<file path="src/hdl/fanr_pkg.sv">
// shared types, constants and helpers of the framed ascii number receiver
// no dependencies; imported by fanr_parser and the top level
package fanr_pkg;

    localparam int FRAME_BYTES_DEF = 16;
    localparam int TEXT_BYTES_DEF  = 14;
    localparam int SLOT_COUNT_DEF  = 7;

    localparam int POS_W  = 5;
    localparam int BYTE_W = 8;

    localparam logic [BYTE_W-1:0] HEADER_RESET = 8'h24;
    localparam logic [BYTE_W-1:0] FOOTER_RESET = 8'h23;
    localparam logic [BYTE_W-1:0] LIMIT_RESET  = 8'd50;
    localparam logic [BYTE_W-1:0] OUT_OF_RANGE = 8'hFF;
    localparam logic [BYTE_W-1:0] MISS_MAX     = 8'hFF;

    typedef enum logic [1:0] {
        OP_BYTE = 2'd0,
        OP_POLL = 2'd1,
        OP_READ = 2'd2,
        OP_NONE = 2'd3
    } opcode_t;

    typedef enum logic [1:0] {
        CFG_HEADER = 2'd0,
        CFG_FOOTER = 2'd1,
        CFG_LIMIT  = 2'd2,
        CFG_SPARE  = 2'd3
    } cfg_index_t;

    typedef struct packed {
        logic              values_cleared;
        logic              frame_done;
        logic [BYTE_W-1:0] slot_value;
    } result_t;

    typedef struct packed {
        logic       hit;
        logic [3:0] value;
    } digit_t;

    // hex character to digit value
    function automatic digit_t char_value(input logic [BYTE_W-1:0] c);
        digit_t d;
        logic [BYTE_W-1:0] diff;
        d    = '0;
        diff = '0;
        if (c >= 8'h30 && c <= 8'h39) begin
            diff = c - 8'h30;
            d.hit = 1'b1;
        end else if (c >= 8'h41 && c <= 8'h46) begin
            diff = c - 8'h37;
            d.hit = 1'b1;
        end else if (c >= 8'h61 && c <= 8'h66) begin
            diff = c - 8'h57;
            d.hit = 1'b1;
        end
        d.value = diff[3:0];
        return d;
    endfunction

endpackage

</file>
<file path="src/hdl/fanr_ram.sv">
// generic single-write, single-read ram with registered read data
// no dependencies
module fanr_ram #(
    parameter int WIDTH = 8,
    parameter int DEPTH = 7,
    parameter int ADDR_W = (DEPTH > 1) ? $clog2(DEPTH) : 1
) (
    input  logic              aclk,
    input  logic              we,
    input  logic [ADDR_W-1:0] waddr,
    input  logic [WIDTH-1:0]  wdata,
    input  logic [ADDR_W-1:0] raddr,
    output logic [WIDTH-1:0]  rdata
);

    logic [WIDTH-1:0] mem [DEPTH];
    logic [WIDTH-1:0] rdata_reg;

    always_ff @(posedge aclk) begin
        if (we) begin
            mem[waddr] <= wdata;
        end
        rdata_reg <= mem[raddr];
    end

    assign rdata = rdata_reg;

endmodule

</file>
<file path="src/hdl/fanr_parser.sv">
// frame tracking and digit-run scanning, with the staged slot ram
// depends on fanr_pkg and fanr_ram
module fanr_parser
    import fanr_pkg::*;
#(
    parameter int FRAME_BYTES = FRAME_BYTES_DEF,
    parameter int TEXT_BYTES  = TEXT_BYTES_DEF,
    parameter int SLOT_COUNT  = SLOT_COUNT_DEF,
    parameter int ADDR_W = (SLOT_COUNT > 1) ? $clog2(SLOT_COUNT) : 1,
    parameter int CNT_W  = $clog2(SLOT_COUNT + 1)
) (
    input  logic              aclk,
    input  logic              aresetn,
    input  logic              byte_en,
    input  logic              poll_en,
    input  logic [BYTE_W-1:0] rx_byte,
    input  logic [BYTE_W-1:0] header_byte,
    input  logic [BYTE_W-1:0] footer_byte,
    output logic              frame_done,
    output logic              frame_ready,
    output logic [CNT_W-1:0]  staged_count,
    input  logic [ADDR_W-1:0] stage_raddr,
    output logic [BYTE_W-1:0] stage_rdata
);

    logic [POS_W-1:0]  pos_reg, pos_next;
    logic              rx_en_reg, rx_en_next;
    logic              ready_reg, ready_next;
    logic [BYTE_W-1:0] acc_reg, acc_next;
    logic              in_num_reg, in_num_next;
    logic [CNT_W-1:0]  cnt_reg, cnt_next;

    logic              wr_en;
    logic [BYTE_W-1:0] wr_data;
    logic              store;
    logic [BYTE_W-1:0] store_val;
    logic [POS_W:0]    pos_inc;
    logic              ending;
    logic [BYTE_W-1:0] acc_mul;
    digit_t            dig;

    always_comb begin
        pos_next    = pos_reg;
        rx_en_next  = rx_en_reg;
        ready_next  = ready_reg;
        acc_next    = acc_reg;
        in_num_next = in_num_reg;
        cnt_next    = cnt_reg;
        store       = 1'b0;
        store_val   = acc_reg;
        frame_done  = 1'b0;
        ending      = 1'b0;
        dig         = char_value(rx_byte);
        acc_mul     = (acc_reg << 3) + (acc_reg << 1);
        pos_inc     = {1'b0, pos_reg} + 1'b1;

        if (poll_en) begin
            rx_en_next = 1'b1;
            ready_next = 1'b0;
        end else if (byte_en && rx_en_reg) begin
            if (pos_reg == '0) begin
                if (rx_byte == header_byte) begin
                    acc_next    = '0;
                    in_num_next = 1'b0;
                    cnt_next    = '0;
                    ending      = 1'b1;
                end
            end else begin
                ending = 1'b1;
                if (pos_reg <= POS_W'(TEXT_BYTES)) begin
                    if (!dig.hit) begin
                        store       = in_num_reg;
                        acc_next    = '0;
                        in_num_next = 1'b0;
                    end else begin
                        acc_next    = acc_mul + {4'd0, dig.value};
                        in_num_next = 1'b1;
                        if (pos_reg == POS_W'(TEXT_BYTES)) begin
                            store       = 1'b1;
                            store_val   = acc_next;
                            acc_next    = '0;
                            in_num_next = 1'b0;
                        end
                    end
                end
            end
            // ending here marks that the byte was taken into the frame
            if (ending) begin
                if (rx_byte == footer_byte || pos_inc >= (POS_W+1)'(FRAME_BYTES)) begin
                    if (in_num_next) begin
                        store     = 1'b1;
                        store_val = acc_next;
                    end
                    acc_next    = '0;
                    in_num_next = 1'b0;
                    pos_next    = '0;
                    ready_next  = 1'b1;
                    rx_en_next  = 1'b0;
                    frame_done  = 1'b1;
                end else begin
                    pos_next = pos_inc[POS_W-1:0];
                end
            end
        end

        wr_en   = store && (cnt_next < CNT_W'(SLOT_COUNT));
        wr_data = store_val;
        if (wr_en) begin
            cnt_next = cnt_next + 1'b1;
        end
    end

    always_ff @(posedge aclk) begin
        if (!aresetn) begin
            pos_reg    <= '0;
            rx_en_reg  <= 1'b1;
            ready_reg  <= 1'b0;
            acc_reg    <= '0;
            in_num_reg <= 1'b0;
            cnt_reg    <= '0;
        end else begin
            pos_reg    <= pos_next;
            rx_en_reg  <= rx_en_next;
            ready_reg  <= ready_next;
            acc_reg    <= acc_next;
            in_num_reg <= in_num_next;
            cnt_reg    <= cnt_next;
        end
    end

    fanr_ram #(
        .WIDTH (BYTE_W),
        .DEPTH (SLOT_COUNT),
        .ADDR_W(ADDR_W)
    ) u_stage_ram (
        .aclk (aclk),
        .we   (wr_en),
        .waddr(cnt_reg[ADDR_W-1:0]),
        .wdata(wr_data),
        .raddr(stage_raddr),
        .rdata(stage_rdata)
    );

    assign frame_ready  = ready_reg;
    assign staged_count = cnt_reg;

endmodule

</file>
<file path="src/hdl/framed_ascii_number_receiver_top.sv">
// top level of the framed ascii number receiver: command sequencer,
// visible slot ram, miss counting and output register
// depends on fanr_pkg, fanr_ram and fanr_parser
//
//  channel   | direction | transfer condition      | payload
//  s_        | in        | s_tvalid && s_tready    | opcode, rx_byte, slot_index
//  m_        | out       | m_tvalid && m_tready    | slot_value, frame_done, values_cleared
//  cfg_      | in        | cfg_we                  | header, footer, miss limit
//
// byte, miss poll and unused opcode: through ST_EMIT into the output register; slot read:
// through ST_READ, which takes the registered visible ram read data; committing poll:
// through ST_COPY, one slot a cycle through the staged and visible ram ports, then a wait
// for the last write to land
// a new item is taken while the previous result still waits in the output register
// the visible slots read as zero after reset through per-slot valid flags; no clearing pass
module framed_ascii_number_receiver_top
    import fanr_pkg::*;
#(
    parameter int FRAME_BYTES = FRAME_BYTES_DEF,
    parameter int TEXT_BYTES  = TEXT_BYTES_DEF,
    parameter int SLOT_COUNT  = SLOT_COUNT_DEF
) (
    input  logic        aclk,
    input  logic        aresetn,
    input  logic        s_tvalid,
    output logic        s_tready,
    input  logic [23:0] s_tdata,   // opcode[1:0], rx_byte[9:2], slot_index[17:10]
    output logic        m_tvalid,
    input  logic        m_tready,
    output logic [15:0] m_tdata,   // slot_value[7:0], frame_done[8], values_cleared[9]
    input  logic        cfg_we,
    input  logic [1:0]  cfg_addr,
    input  logic [7:0]  cfg_wdata
);

    localparam int ADDR_W = (SLOT_COUNT > 1) ? $clog2(SLOT_COUNT) : 1;
    localparam int CNT_W  = $clog2(SLOT_COUNT + 1);

    typedef enum logic [3:0] {
        ST_IDLE = 4'b0001,
        ST_COPY = 4'b0010,
        ST_READ = 4'b0100,
        ST_EMIT = 4'b1000
    } state_t;

    state_t            state_reg, state_next;
    logic [BYTE_W-1:0] header_reg, footer_reg, limit_reg;
    logic [BYTE_W-1:0] miss_reg, miss_next;
    logic [SLOT_COUNT-1:0] vld_reg, vld_next;
    result_t           res_reg, res_next;
    logic              m_valid_reg, m_valid_next;
    result_t           m_data_reg, m_data_next;
    logic [CNT_W-1:0]  idx_reg, idx_next;
    logic              pend_reg, pend_next;
    logic [ADDR_W-1:0] wa_reg, wa_next;
    logic [ADDR_W-1:0] ra_reg, ra_next;

    logic              accept;
    opcode_t           op;
    logic [BYTE_W-1:0] in_rx;
    logic [BYTE_W-1:0] in_idx;
    logic              byte_en;
    logic              poll_en;
    logic              frame_done;
    logic              frame_ready;
    logic [CNT_W-1:0]  staged_count;
    logic [ADDR_W-1:0] stage_raddr;
    logic [BYTE_W-1:0] stage_rdata;
    logic [ADDR_W-1:0] vis_raddr;
    logic [BYTE_W-1:0] vis_rdata;
    logic [BYTE_W-1:0] miss_inc;
    logic              out_free;

    assign s_tready = (state_reg == ST_IDLE);
    assign accept   = s_tvalid && s_tready;
    assign op       = opcode_t'(s_tdata[1:0]);
    assign in_rx    = s_tdata[9:2];
    assign in_idx   = s_tdata[17:10];
    assign byte_en  = accept && (op == OP_BYTE);
    assign poll_en  = accept && (op == OP_POLL);
    assign out_free = !m_valid_reg || m_tready;

    always_ff @(posedge aclk) begin
        if (!aresetn) begin
            header_reg <= HEADER_RESET;
            footer_reg <= FOOTER_RESET;
            limit_reg  <= LIMIT_RESET;
        end else if (cfg_we) begin
            unique case (cfg_index_t'(cfg_addr))
                CFG_HEADER: header_reg <= cfg_wdata;
                CFG_FOOTER: footer_reg <= cfg_wdata;
                CFG_LIMIT:  limit_reg  <= cfg_wdata;
                default: ;
            endcase
        end
    end

    fanr_parser #(
        .FRAME_BYTES(FRAME_BYTES),
        .TEXT_BYTES (TEXT_BYTES),
        .SLOT_COUNT (SLOT_COUNT),
        .ADDR_W     (ADDR_W),
        .CNT_W      (CNT_W)
    ) u_parser (
        .aclk        (aclk),
        .aresetn     (aresetn),
        .byte_en     (byte_en),
        .poll_en     (poll_en),
        .rx_byte     (in_rx),
        .header_byte (header_reg),
        .footer_byte (footer_reg),
        .frame_done  (frame_done),
        .frame_ready (frame_ready),
        .staged_count(staged_count),
        .stage_raddr (stage_raddr),
        .stage_rdata (stage_rdata)
    );

    fanr_ram #(
        .WIDTH (BYTE_W),
        .DEPTH (SLOT_COUNT),
        .ADDR_W(ADDR_W)
    ) u_visible_ram (
        .aclk (aclk),
        .we   (pend_reg),
        .waddr(wa_reg),
        .wdata(stage_rdata),
        .raddr(vis_raddr),
        .rdata(vis_rdata)
    );

    assign stage_raddr = idx_reg[ADDR_W-1:0];
    assign vis_raddr   = in_idx[ADDR_W-1:0];
    assign miss_inc    = (miss_reg == MISS_MAX) ? MISS_MAX : miss_reg + 1'b1;

    always_comb begin
        state_next   = state_reg;
        miss_next    = miss_reg;
        vld_next     = vld_reg;
        res_next     = res_reg;
        idx_next     = idx_reg;
        pend_next    = 1'b0;
        wa_next      = wa_reg;
        ra_next      = ra_reg;
        m_valid_next = m_valid_reg;
        m_data_next  = m_data_reg;

        if (m_valid_reg && m_tready) begin
            m_valid_next = 1'b0;
        end
        if (pend_reg) begin
            vld_next[wa_reg] = 1'b1;
        end

        unique case (state_reg)
            ST_IDLE: begin
                if (accept) begin
                    res_next   = '0;
                    state_next = ST_EMIT;
                    case (op)
                        OP_BYTE: res_next.frame_done = frame_done;
                        OP_POLL: begin
                            if (frame_ready) begin
                                miss_next  = '0;
                                idx_next   = '0;
                                state_next = ST_COPY;
                            end else if (miss_inc > limit_reg) begin
                                miss_next = '0;
                                vld_next  = '0;
                                res_next.values_cleared = 1'b1;
                            end else begin
                                miss_next = miss_inc;
                            end
                        end
                        OP_READ: begin
                            if (in_idx < BYTE_W'(SLOT_COUNT)) begin
                                ra_next    = in_idx[ADDR_W-1:0];
                                state_next = ST_READ;
                            end else begin
                                res_next.slot_value = OUT_OF_RANGE;
                            end
                        end
                        default: ;
                    endcase
                end
            end
            ST_COPY: begin
                if (idx_reg < staged_count) begin
                    pend_next = 1'b1;
                    wa_next   = idx_reg[ADDR_W-1:0];
                    idx_next  = idx_reg + 1'b1;
                end else if (!pend_reg) begin
                    state_next = ST_EMIT;
                end
            end
            ST_READ: begin
                res_next.slot_value = vld_reg[ra_reg] ? vis_rdata : '0;
                state_next          = ST_EMIT;
            end
            ST_EMIT: begin
                if (out_free) begin
                    m_valid_next = 1'b1;
                    m_data_next  = res_reg;
                    state_next   = ST_IDLE;
                end
            end
            default: state_next = ST_IDLE;
        endcase
    end

    always_ff @(posedge aclk) begin
        if (!aresetn) begin
            state_reg   <= ST_IDLE;
            miss_reg    <= '0;
            vld_reg     <= '0;
            pend_reg    <= 1'b0;
            m_valid_reg <= 1'b0;
            idx_reg     <= '0;
        end else begin
            state_reg   <= state_next;
            miss_reg    <= miss_next;
            vld_reg     <= vld_next;
            pend_reg    <= pend_next;
            m_valid_reg <= m_valid_next;
            idx_reg     <= idx_next;
        end
    end

    always_ff @(posedge aclk) begin
        res_reg    <= res_next;
        wa_reg     <= wa_next;
        ra_reg     <= ra_next;
        m_data_reg <= m_data_next;
    end

    assign m_tvalid = m_valid_reg;
    assign m_tdata  = {6'd0, m_data_reg.values_cleared, m_data_reg.frame_done,
                       m_data_reg.slot_value};

endmodule
</file>
<file path="config.mk">
export PLATFORM = sky130hd
export DESIGN_NAME = framed_ascii_number_receiver_top
export DESIGN_NICKNAME = d
export VERILOG_FILES = /design/src/hdl/fanr_pkg.sv /design/src/hdl/fanr_ram.sv /design/src/hdl/fanr_parser.sv /design/src/hdl/framed_ascii_number_receiver_top.sv
export SDC_FILE = /design/constraint.sdc
export NUM_CORES = 1
export LEC_CHECK = 0
export BUFFER_PORTS_ARGS = -buffer_cell sky130_fd_sc_hd__clkbuf_2
export CAP_MARGIN = 20
export CORE_MARGIN = 8
export CORE_UTILIZATION = 42
export CTS_CLUSTER_SIZE = 20
export DETAILED_ROUTE_END_ITERATION = 6
export GPL_TIMING_DRIVEN = 1
export HOLD_SLACK_MARGIN = 0.05
export PLACE_DENSITY = 0.66
export SLEW_MARGIN = 5
export SYNTH_ARGS = -nofsm -noshare
export SYNTH_HDL_FRONTEND = slang
export SYNTH_SLANG_ARGS = --single-unit
</file>
<file path="constraint.sdc">
create_clock -name aclk -period 10.5 [get_ports aclk]
set_input_delay 0.525 -clock aclk [delete_from_list [all_inputs] [get_ports aclk]]
set_output_delay 0.525 -clock aclk [all_outputs]
set_load 0.05 [all_outputs]
</file>
Word level (Yosys, flattened, before mapping):

Memory sizes are Yosys's and may differ from the RTL's. A register that Yosys moved wholly into a read port is not among the register bits.
Cells that the tools add are included.

* add/sub/neg operators: 9
* equality and inequality tests: 19
* reduce and logical (&&, ||, !) cells: 36
* magnitude comparators: 15
* mux-type cells: 91
* bitwise logic cells: 7

Operator list (count)
* 8-bit 2-to-1 mux: 23
* 7-bit 2-to-1 mux: 6
* 1-bit 2-to-1 mux: 37
* 4-bit 2-to-1 mux: 9
* 3-bit 2-to-1 mux: 9
* 2-bit AND reduction: 9
* 8-bit == test: 2
* 8-bit by 7-bit greater-or-equal comparator with 1-bit output, second input constant: 2
* 8-bit by 7-bit <= comparator with 1-bit output, second input constant: 2
* 4-bit one-hot mux with 4 select lines: 1
* 8-bit one-hot mux with 2 select lines: 1
* 1-bit logical AND: 10
* 3-bit AND reduction: 3
* 8-bit by 1-bit adder with 8-bit output, second input constant: 1
* 8-bit by 4-bit adder with 8-bit output: 1
* 8-bit adder: 1
* 8-bit == test, second input constant: 1
* 8-bit by 6-bit greater-or-equal comparator with 1-bit output, second input constant: 1
* 8-bit greater-than comparator: 1
* 8-bit by 6-bit <= comparator with 1-bit output, second input constant: 1
* 3-bit by 4-bit less-than comparator with 1-bit output, second input constant: 2
* 8-bit by 3-bit less-than comparator with 1-bit output, second input constant: 1
* 2-bit inequality test, second input constant: 4
* 4-bit one-hot mux with 2 select lines: 1
* 32 further kinds: 48

* output and inout port bits: 18
* bits in registers: 93
* bits of input ports: 39
* memories: 2
* RAM bits: 112
* word-level logic and storage cells: 202

Memory list
* u_parser.u_stage_ram.mem: depth 7, bits a word 8, rd ports 1, clocked after memory_dff 1, write ports 1, RTL line fanr_ram.sv:16 `logic [WIDTH-1:0] mem [DEPTH];`
* u_visible_ram.mem: depth 7, bits a word 8, rd ports 1, clocked after memory_dff 1, write ports 1, RTL line fanr_ram.sv:16

Longest topological paths before layout:

Gate-level depths: netlist of the first run.

* word-level depth: 18
* mapped depth: 18
* depth with buffers taken out: 17

By module:

From an unflattened synthesis of the first run, not the netlist that was laid out.

* cells, all modules: 839
* area total of the unflattened synthesis: 10445.0 µm²

By module, submodules not included
* fanr_ram: seq. area each 1841.8 µm², area each 2516.2 µm², cells an instance 133, times used 2
* framed_ascii_number_receiver_top: seq. area each 1741.7 µm², area each 3403.3 µm², cells an instance 327, times used 1
* fanr_parser: seq. area each 380.4 µm², area each 2009.4 µm², cells an instance 246, times used 1

Least setup slack after synthesis of the first run:

Ideal clock, no wire load.

* path type: input port to flip-flop
* start point: input s_tdata[3]
* end point: memory u_parser.u_stage_ram.mem[0][6] (data pin)
* required time: 10234 ps
* arrival time: 3985 ps
* path buffers: 1
* path slack: 6249 ps
* stages on the path: 17
* cells stage by stage: clkbuf_1 inv_1 ha_1 o21bai_1 a2111oi_2 a31oi_1 o22a_1 fa_1 inv_1 fa_1 inv_1 a21o_1 a21oi_1 xnor2_1 a22o_1 a211oi_1 a211oi_1

* word-level cells in the longest chain between the ends: 15

RTL lines
* start: declaration: RTL line framed_ascii_number_receiver_top.sv:27 `input logic [23:0] s_tdata,`
* 8-bit by 7-bit greater-or-equal comparator with 1-bit output / 8-bit by 7-bit <= comparator with 1-bit output (equally long branches): RTL line fanr_pkg.sv:55 `end else if (c >= 8'h61 && c <= 8'h66) begin`
* 1-bit logical AND: RTL line fanr_pkg.sv:55
* 4-bit 2-to-1 mux / 1-bit 2-to-1 mux (equally long branches): RTL line fanr_pkg.sv:55
* 4-bit 2-to-1 mux / 1-bit 2-to-1 mux (equally long branches): RTL line fanr_pkg.sv:52 `end else if (c >= 8'h41 && c <= 8'h46) begin`
* 4-bit 2-to-1 mux / 1-bit 2-to-1 mux (equally long branches): RTL line fanr_pkg.sv:49 `if (c >= 8'h30 && c <= 8'h39) begin`
* 8-bit by 4-bit adder with 8-bit output / 1-bit 2-to-1 mux (equally long branches): RTL line fanr_parser.sv:76, fanr_parser.sv:71
* 8-bit 2-to-1 mux / 1-bit 2-to-1 mux (equally long branches): RTL line fanr_parser.sv:78, fanr_parser.sv:70
* 8-bit 2-to-1 mux / 1-bit 2-to-1 mux (equally long branches): RTL line fanr_parser.sv:71, fanr_parser.sv:61
* 8-bit 2-to-1 mux / 1-bit 2-to-1 mux (equally long branches): RTL line fanr_parser.sv:70, fanr_parser.sv:60
* 8-bit 2-to-1 mux / 1-bit 2-to-1 mux (equally long branches): RTL line fanr_parser.sv:61, fanr_parser.sv:57
* 8-bit 2-to-1 mux: RTL line fanr_parser.sv:90 `if (in_num_next) begin`
* 8-bit 2-to-1 mux: RTL line fanr_parser.sv:89 `if (rx_byte == footer_byte || pos_inc >= (POS_W+1)'(FRAME_BYTES)) begin`
* 8-bit 2-to-1 mux (*): RTL line fanr_parser.sv:88 `if (ending) begin`
* 8-bit 2-to-1 mux (*): RTL line fanr_parser.sv:60 `end else if (byte_en && rx_en_reg) begin`
* 8-bit 2-to-1 mux (*): RTL line fanr_parser.sv:57 `if (poll_en) begin`
* named net u_parser.store_val[6]: RTL line fanr_parser.sv:36 `logic [BYTE_W-1:0] store_val;`
* end: declaration: RTL line fanr_ram.sv:16

The timed path passes the listed nets; every way through them passes the cells marked *. The select of a mux whose other input is x is not followed.

Worst setup path in the final report of the first run:

* start point: input s_tdata[2]
* end point: memory u_parser.u_stage_ram.mem[3][6] (data pin)

The elaborated chain is that of the path after synthesis.

==> results of run 1 <==
==> stage by stage <==
step / hold slack [ns] / setup WS [ns]
global placement: 0.401 / 5.51
global route: 0.294 / 5.60
detailed placement: 0.405 / 5.46
CTS: 0.284 / 5.98
finish: 0.313 / 5.94
floorplan: 0.400 / 6.25
==> power breakdown <==
part | switching, mW | total, mW | internal, mW | leakage (nW)
clock network | 0.320 | 0.802 | 0.481 | 0.372
logic | 0.0523 | 0.0799 | 0.0277 | 1.80
registers | 0.00485 | 0.931 | 0.926 | 1.86
total | 0.378 | 1.81 | 1.44 | 4.03
==> worst paths after layout <==
kind	startpoint	endpoint	slack (ns)	cells past startpoint
min	cfg_wdata[2]	header_reg[2]$_SDFFE_PN1P_	0.31	3
min reg2reg	res_reg[3]$_DFFE_PP_	m_tdata[3]$_DFFE_PP_	0.42	0
max reg2reg	state_reg[1]$_SDFFE_PN0P_	u_parser.u_stage_ram.mem[5][5]$_DFFE_PP_	6.66	7
max	s_tdata[2]	u_parser.u_stage_ram.mem[3][6]$_DFFE_PP_	5.94	17
==> critical path: stages <==
cell and delay [ns]:
clkbuf_2 0.17, inv_1 0.10, ha_1 0.17, o21bai_1 0.08, a2111oi_2 0.85, a31oi_1 0.08
o22a_1 0.26, fa_1 0.51, inv_1 0.06, fa_1 0.45, inv_1 0.07, a21o_1 0.10
a21oi_1 0.07, xnor2_1 0.24, a22o_1 0.19, a211oi_1 0.07, a211oi_1 0.72
==> synth_stat cells (all sizes together) (3+ instances only) <==
| library cell | n | area [µm²] |
|---|---|---|
| nor3 | 10 | 50.1 |
| xnor2 | 14 | 123 |
| o22ai | 8 | 50.1 |
| nand3 | 15 | 75.1 |
| nand3b | 4 | 30.0 |
| nor4 | 4 | 31.3 |
| nand2b | 9 | 56.3 |
| o21ai | 34 | 170 |
| a311oi | 3 | 26.3 |
| mux4 | 17 | 383 |
| nor4b | 4 | 35.0 |
| xor2 | 11 | 96.3 |
| edfxtp | 138 | 4140 |
| nor2b | 5 | 31.3 |
| ha | 33 | 413 |
| and2 | 6 | 40.0 |
| or2 | 3 | 18.8 |
| nor2 | 78 | 293 |
| or4 | 4 | 33.8 |
| buf | 14 | 77.6 |
| mux2i | 41 | 410 |
| a211oi | 6 | 45.0 |
| clkbuf | 23 | 86.3 |
| mux2 | 18 | 203 |
| a22o | 7 | 61.3 |
| a21oi | 23 | 115 |
| o21a | 9 | 67.6 |
| nand2 | 61 | 229 |
| inv | 29 | 109 |
| a21o | 18 | 135 |
| a22oi | 9 | 67.6 |
| dfxtp | 83 | 1660 |
| or4b | 4 | 40.0 |
| nand4 | 5 | 31.3 |
==> area by class of cell <==
type	instances	share of cell area (%)
Inverter	29	0.989
Multi-Input combinational cell	499	33.3
Timing Repair Buffer	54	2.86
Sequential cell	221	52.7
Clock buffer	32	5.90
Tap cell	285	3.24
Clock inverter	10	0.955
==> per-layer routing <==
layer	track usage, %	part of all wire [%]	up-vias	wire length, µm
li1	-	-	2969	-
met1	17.5	46	2904	8820
met2	22.9	48	127	9170
met3	2.22	4.6	29	890
met4	3.65	1.6	0	301
met5	0	0	-	0
==> kinds of logic (layout without fill, tap and decap cells) <==
kind of cell             after synthesis  after routing  synth area share, %
AO/OA/AOI/OAI                        141            141                 9.75
buffers and inverters                 66            125                 2.81
AND/OR/NAND/NOR                      216            216                 10.5
XOR/XNOR                              25             25                 2.25
other                                  1              6               0.0386
flip-flops                           221            221                 59.7
multiplexers                          76             76                 10.2
adder cells (fa/ha/maj)               35             35                 4.66
==> impl_metrics.ini, run 1 <==
[cts]
cts_tree = built
ctsResizeCount = 0
cts_buffer_depth = 3
postCtsSetupBuffers = 0
cts_root_buf = clkbuf_16
holdBufCountCts = 0
cts_sinks = 221
clkTransAtPathRegs_ns = 0.06
cts-htree-levels = 1
clk_latency_ns = 0.50
numCtsBuffers = 23

[sta]
worst_slew_pin_slew_ns = 1.09
rsz0062_at_grt = no
slew_viol_final = 0
clock.fmax_mhz = 219
fin_skew_ns = 0.0109
slew_headroom_pct = 27.1
fin_crit_sh_pct = 43.4
hold_viol_final = 0
period_minus_slack_ns = 4.56
setup_tns_ns = 0
finalSetupViolCount = 0

[synth]
syn_avg_cell_area_um2 = 12.4
netlist-cell-type-count = 61
synth.yosys.seq_area_share_pct = 59.7
synth_edf_count = 138
yosysWarnings = 0
synthArstFlopShare_pct = 0
syn-cell-area_um2 = 9720
dominantRegCellSynth = edfxtp_1
synthCells = 781
ys_ff_latch = 221

[drt]
routed_wl_mm = 19.2
vias_per_cell = 5.34
drt_iter0_drc = 395
drcViolationCount = 0
wl_per_cell_um = 17.0
ant_nets = 0
drt_pass1_iterations = 5
vias = 6029

[floorplanning]
die_w_um = 168
std_cell_rows = 55
fp.dieH_um = 168
core_area_um2 = 22700
initial_utilization_pct = 42.8
io_pins = 57
die_area_um2 = 28300

[setup_path]
worst_ep_arrival_time_ns = 4.74
startpoint_type = input pin
cp_max_fo = 10
worst_ep_required_time_ns = 10.69
worstSetupPathType = input pin to flip-flop
end_kind = flip-flop

[cells_and_area]
multi_input_comb_area_um2 = 3670
most-common-layout-cells = 138 x edfxtp_1, 83 x dfxtp_1, 78 x nor2_1
drive_above_1_share_pct = 16.6
final_common_cell = edfxtp_1
reg.largest.list = u_parser.u_stage_ram.mem (56), u_visible_ram.mem (56)
area_delta_synth_final_pct = 13.3
nFillCells = 1981
utilization_pct = 48.5
n_antenna_cell = 0
instances_no_fill = 1130
seqCellArea_um2 = 5810
final_net_count = 902
final_area_um2 = 11000

[pwr]
cellLeakagePower_nw = 4.03
p_per_area_nw_per_um2 = 165
ir_drop_uv = 97.1
power_mw = 1.81

[hold_path]
hold_class = input pin to flip-flop

[placement]
place_inst = 1087
dpl_cell_area_um2 = 10200
io_buffer_count = 44
dp_hpwl_mm = 12.8
gp_congestion = 0.782

[run_status]
status = finished, final reports clean

[global_route]
grt_util_all_layers_pct = 13.5
grt_pass1_wl_mm = 30.9
antenna_found_initial = 0
first_global_vias = 5851
overflow = 0
grt_max_degree = 38

[flow_run]
max_cap_viol_count = 0
No activity file was read; power rests on OpenSTA's default activity.
==> inputs of run 2 (changes only) <==
- ABC_AREA: default -> 1
- PLACE_DENSITY: 0.66 -> 0.65
- clock period: 10.5 -> 4.5 ns (I/O delays scaled with it)
==> impl_metrics.ini, run 2 <==
[cells_and_area]
drive_above_1_share_pct = 10.1
final_area_um2 = 11600
area_delta_synth_final_pct = 14.7
final_common_cell = nand2_1
n_antenna_cell = 0
reg.largest.list = u_parser.u_stage_ram.mem (56), u_visible_ram.mem (56)
most-common-layout-cells = 221 x nand2_1, 138 x edfxtp_1, 120 x inv_1
final_net_count = 1218

[synth]
yosysTopAreaCell = edfxtp_1
dominantRegCellSynth = edfxtp_1
synth.yosys.seq_area_share_pct = 57.6
syn-cell-area_um2 = 10100
synthCells = 1086
ys_ff_latch = 221
syn_avg_cell_area_um2 = 9.28
synth.top_cell.area_share_pct = 41.1
synth_edf_count = 138
synth.top_cells.by_count = 221 x nand2_1, 138 x edfxtp_1, 120 x inv_1
synthMostInstantiatedCell = nand2_1
netlist-cell-type-count = 44
synthArstFlopShare_pct = 0
yosysWarnings = 0
netlist_top_cells_area = edfxtp_1 41%, dfxtp_1 16%, nand2_1 8.2%, o21ai_0 4.7%, inv_1 4.5%

[sta]
fin_crit_sh_pct = 71.3
slew_viol_final = 0
period_minus_slack_ns = 3.21
clock.fmax_mhz = 312
finalSetupViolCount = 0
rsz0062_at_grt = no
setup_tns_ns = 0
worst_slew_pin_slew_ns = 1.10
fin_skew_ns = 0.00756
hold_viol_final = 0
whs_ns = 0.0677
slew_headroom_pct = 26.1
layout_setup_ws_ns = 1.29

[drt]
wl_per_cell_um = 14.7
drt_pass1_iterations = 5
drt_iter0_drc = 560
vias = 7443
drcViolationCount = 0
ant_nets = 0
vias_per_cell = 5.03
routed_wl_mm = 21.7

[global_route]
grt_util_all_layers_pct = 15.1
grt_max_degree = 36
antenna_found_initial = 0
overflow = 0
first_global_vias = 7121
grt_pass1_wl_mm = 36.0

[floorplanning]
io_pins = 57
die_area_um2 = 29200
std_cell_rows = 56
fp.dieH_um = 171
initial_utilization_pct = 42.8
core_area_um2 = 23500
die_w_um = 171

[placement]
dp_hpwl_mm = 14.7
io_buffer_count = 44
dpl_cell_area_um2 = 10600
pre_cts_slack_ns = 0.859
gp_congestion = 0.865

[pwr]
cellLeakagePower_nw = 4.66
ir_drop_uv = 252
power_mw = 4.50
p_per_area_nw_per_um2 = 389

[cts]
cts_tree = built
cts_buffer_depth = 3
clk_latency_ns = 0.51
cts_root_buf = clkbuf_16
postCtsSetupBuffers = 0
ctsResizeCount = 0
holdBufCountCts = 9
cts-htree-levels = 1
cts_sinks = 221
numCtsBuffers = 24
clkTransAtPathRegs_ns = 0.06

[setup_path]
reg2reg_depth = 10
worst_ep_arrival_time_ns = 3.34
worstSetupPathType = flip-flop to flip-flop
cp_max_fo = 12
worstReg2RegStart = u_parser.pos_reg[1]$_SDFFE_PN0P_
end_kind = flip-flop
crit_start = u_parser.pos_reg[1]$_SDFFE_PN0P_
startpoint_type = flip-flop
r2r_slack_ns = 1.29
worst_ep_required_time_ns = 4.63

[flow_run]
max_cap_viol_count = 0

[hold_path]
hold_class = input pin to flip-flop
min-delay-start = s_tvalid
holdPathStages = 4

[run_status]
status = finished, final reports clean
run 2: changes by cell type after synthesis, sizes merged, moves of 29 or more:
cell and change:
nor2 +46, nand3 +29, nand2 +169, o21ai +62, inv +95, mux2i -41
a21oi +63
run 2: worst max-delay path, cell delays in order (launching register included):
cell and delay (ns):
dfxtp_1 0.34, inv_1 0.12, ha_1 0.16, nand4_1 0.47, inv_1 0.42, nand3_1 0.13, nand2_2 0.13, nand2_4 0.11
a21oi_4 0.18, nand2_2 0.10, nor2_1 0.66
run 2: report_power, final:
part,internal (mW),switching [mW],leakage [nW]
combinational,0.0690,0.168,2.28
sequential,2.17,0.0140,1.98
clock,1.31,0.765,0.408
total,3.55,0.947,4.66
run 2: final cells by class:
cell class	instances	area, µm²
inverters	127	479
fillers	2185	12000
flip-flops and latches	221	5810
multi-input cells	710	3670
clock buffers	36	666
clock inverters	8	180
well taps	319	399
repair buffers	60	363
run 2: final timing paths:
path                                                                  to
worst min-delay path                           state_reg[0]$_SDFFE_PN1P_
worst max register to register  u_parser.u_stage_ram.mem[6][4]$_DFFE_PP_
worst min register to register                      m_tdata[9]$_DFFE_PP_
worst max-delay path            u_parser.u_stage_ram.mem[6][4]$_DFFE_PP_
run 2: through the flow:
stage,cells,utilization [%]
2_1_floorplan,1091,-
3_3_place_gp,1428,45.2
3_5_place_dp,1428,45.2
4_1_cts,1481,49.1
5_1_grt,1481,49.1
6_report,1481,49.1
run 2: cell families after synthesis:
| kind of cell | share of synthesized area (%) |
|---|---|
| simple gates | 18.4 |
| compound gates | 12.4 |
| flops | 57.6 |
| buf+inv | 6.30 |
| fa+ha+maj | 4.49 |
| xor+xnor | 0.782 |
| other cells | 0.0372 |
run 2: metal layers:
layer	global-route usage, %	vias up	wire length (µm)
met5	0	-	0
met4	3.78	0	280
met3	1.91	25	1050
met2	25.8	149	10300
met1	20.0	3476	10100
li1	-	3793	-
==> inputs of run 3 (changes only) <==
- PLACE_DENSITY: 0.65 -> 0.68
- clock period: 4.5 -> 2.8 ns (I/O delays scaled with it)
==> impl_metrics.ini, run 3 (synthesis gave the netlist of run 2 again) <==
[sta]
hold_viol_final = 0
clock.fmax_mhz = 377
slew_viol_final = 0
slew_headroom_pct = 40.2
fin_skew_ns = 0.00951
finalSetupViolCount = 0
whs_ns = 0.0933
layout_setup_ws_ns = 0.146
fin_crit_sh_pct = 94.8
worst_slew_pin_slew_ns = 0.893
period_minus_slack_ns = 2.65

[cts]
cts_sinks = 221
clk_latency_ns = 0.52
cts_buffer_depth = 3
clkTransAtPathRegs_ns = 0.06
cts-htree-levels = 1
numCtsBuffers = 24
cts_tree = built
cts_root_buf = clkbuf_16

[placement]
gp_congestion = 0.924
io_buffer_count = 44
dp_hpwl_mm = 15.4
dpl_cell_area_um2 = 10900
pre_cts_slack_ns = -0.379

[global_route]
antenna_found_initial = 0
grt_util_all_layers_pct = 15.5
grt_pass1_wl_mm = 36.9
first_global_vias = 7522
grt_max_degree = 35
overflow = 0

[cells_and_area]
final_common_cell = nand2_1
final_area_um2 = 12100
most-common-layout-cells = 214 x nand2_1, 138 x edfxtp_1, 116 x inv_1
n_antenna_cell = 0
final_net_count = 1268
utilization_pct = 51.3
drive_above_1_share_pct = 17.0
area_delta_synth_final_pct = 19.8
reg.largest.list = u_parser.u_stage_ram.mem (56), u_visible_ram.mem (56)

[pwr]
p_per_area_nw_per_um2 = 582
power_mw = 7.03
ir_drop_uv = 439
cellLeakagePower_nw = 4.91

[hold_path]
min-delay-start = aresetn
hold_end = state_reg[0]$_SDFFE_PN1P_
hold_class = input pin to flip-flop
holdPathStages = 3

[drt]
drt_iter0_drc = 557
vias = 7828
routed_wl_mm = 23.1
wl_per_cell_um = 15.1
drcViolationCount = 0
drt_pass1_iterations = 5
vias_per_cell = 5.11
ant_nets = 0

[setup_path]
cp_num_buf_inv = 4
end_kind = flip-flop
cp_max_fo = 7
slowest_stage = dfxtp_2
crit_family = simple AND/OR/NAND/NOR gates
reg2reg_depth = 22
worst_ep_required_time_ns = 3.21
startpoint_type = flip-flop
worstReg2RegStart = miss_reg[1]$_SDFFE_PN0P_
r2r_slack_ns = 0.15
r2r_end = vld_reg[4]$_SDFF_PN0_
max_stage_delay_ns = 0.35
crit_start = miss_reg[1]$_SDFFE_PN0P_
path_cells = ha_4, nand2_4, nor2_4, inv_2, nor2_2, nand2_1, nor2_1, inv_1, nor2_4, buf_6, nor2_2, ha_2, inv_2, a21oi_2, o21ai_1, nand2_1, o211ai_1, o41ai_2, nor2_1, nand2_1, nand2_4, nor2_1
worstSetupPathType = flip-flop to flip-flop
worst_ep_arrival_time_ns = 3.06

[flow_run]
max_cap_viol_count = 0

[floorplanning]
core_area_um2 = 23500
std_cell_rows = 56
initial_utilization_pct = 42.8
die_area_um2 = 29200
io_pins = 57
die_w_um = 171
fp.dieH_um = 171

[run_status]
status = finished, final reports clean
run 3: cell count changes in the layout (fill, tap and decap cells not counted), sizes merged:
cell,before,now
buf,7,51
dlygate4sd3,9,15
clkinv,6,10
bufinv,5,1
clkinvlp,0,2
clkbuf,80,78
run 3: how the worst max path moves through the flow:
stage                                                to  cells past startpoint
2_1_floorplan  u_parser.u_stage_ram.mem[0][6]$_DFFE_PP_                     20
3_3_place_gp   u_parser.u_stage_ram.mem[6][6]$_DFFE_PP_                     21
3_5_place_dp   u_parser.u_stage_ram.mem[6][6]$_DFFE_PP_                     22
4_1_cts                           vld_reg[6]$_SDFF_PN0_                     21
5_1_grt        u_parser.u_stage_ram.mem[2][6]$_DFFE_PP_                     21
6_report                          vld_reg[4]$_SDFF_PN0_                     22
run 3: worst min-delay path, stage by stage:
cell      delay (ns)
clkbuf_2        0.09
buf_4           0.24
nand2_1         0.10
run 3: per-layer routing:
metal,up-vias,global-route usage (%),share of wire (%)
li1,3890,-,-
met1,3714,19.6,45
met2,188,27.1,48
met3,36,2.10,4.8
met4,0,4.91,2.2
met5,-,0,0
run 3: final cells by class:
class | count | area, µm²
timing repair buffer | 110 | 761
tap | 319 | 399
fill | 2088 | 11500
sequential | 221 | 5810
clock buffer | 34 | 688
multi-input combinational | 710 | 3840
inverter | 127 | 479
clock inverter | 10 | 97.6
run 3: metrics by stage:
stage	std cells	TNS (ns)
after global placement	1467	-6.01
final	1531	0
after global routing	1531	-0.428
after floorplan	1091	0
after CTS	1526	0
after detailed placement	1467	-9.85
run 3: where the power goes:
group / total (mW) / switching, mW / leakage (nW) / internal [mW]
clock network: 3.09 / 1.27 / 0.380 / 1.81
registers: 3.51 / 0.0223 / 1.98 / 3.49
logic: 0.430 / 0.288 / 2.55 / 0.142
run 3: repair_timing:
action | in CTS | in global routing
endpoints found under the hold margin | 28 | 0
setup buffers | 0 | 5
setup endpoints to repair | 14 | 30
hold buffers | 15 | 0
pin swaps | 0 | 18
gates resized for setup | 3 | 51
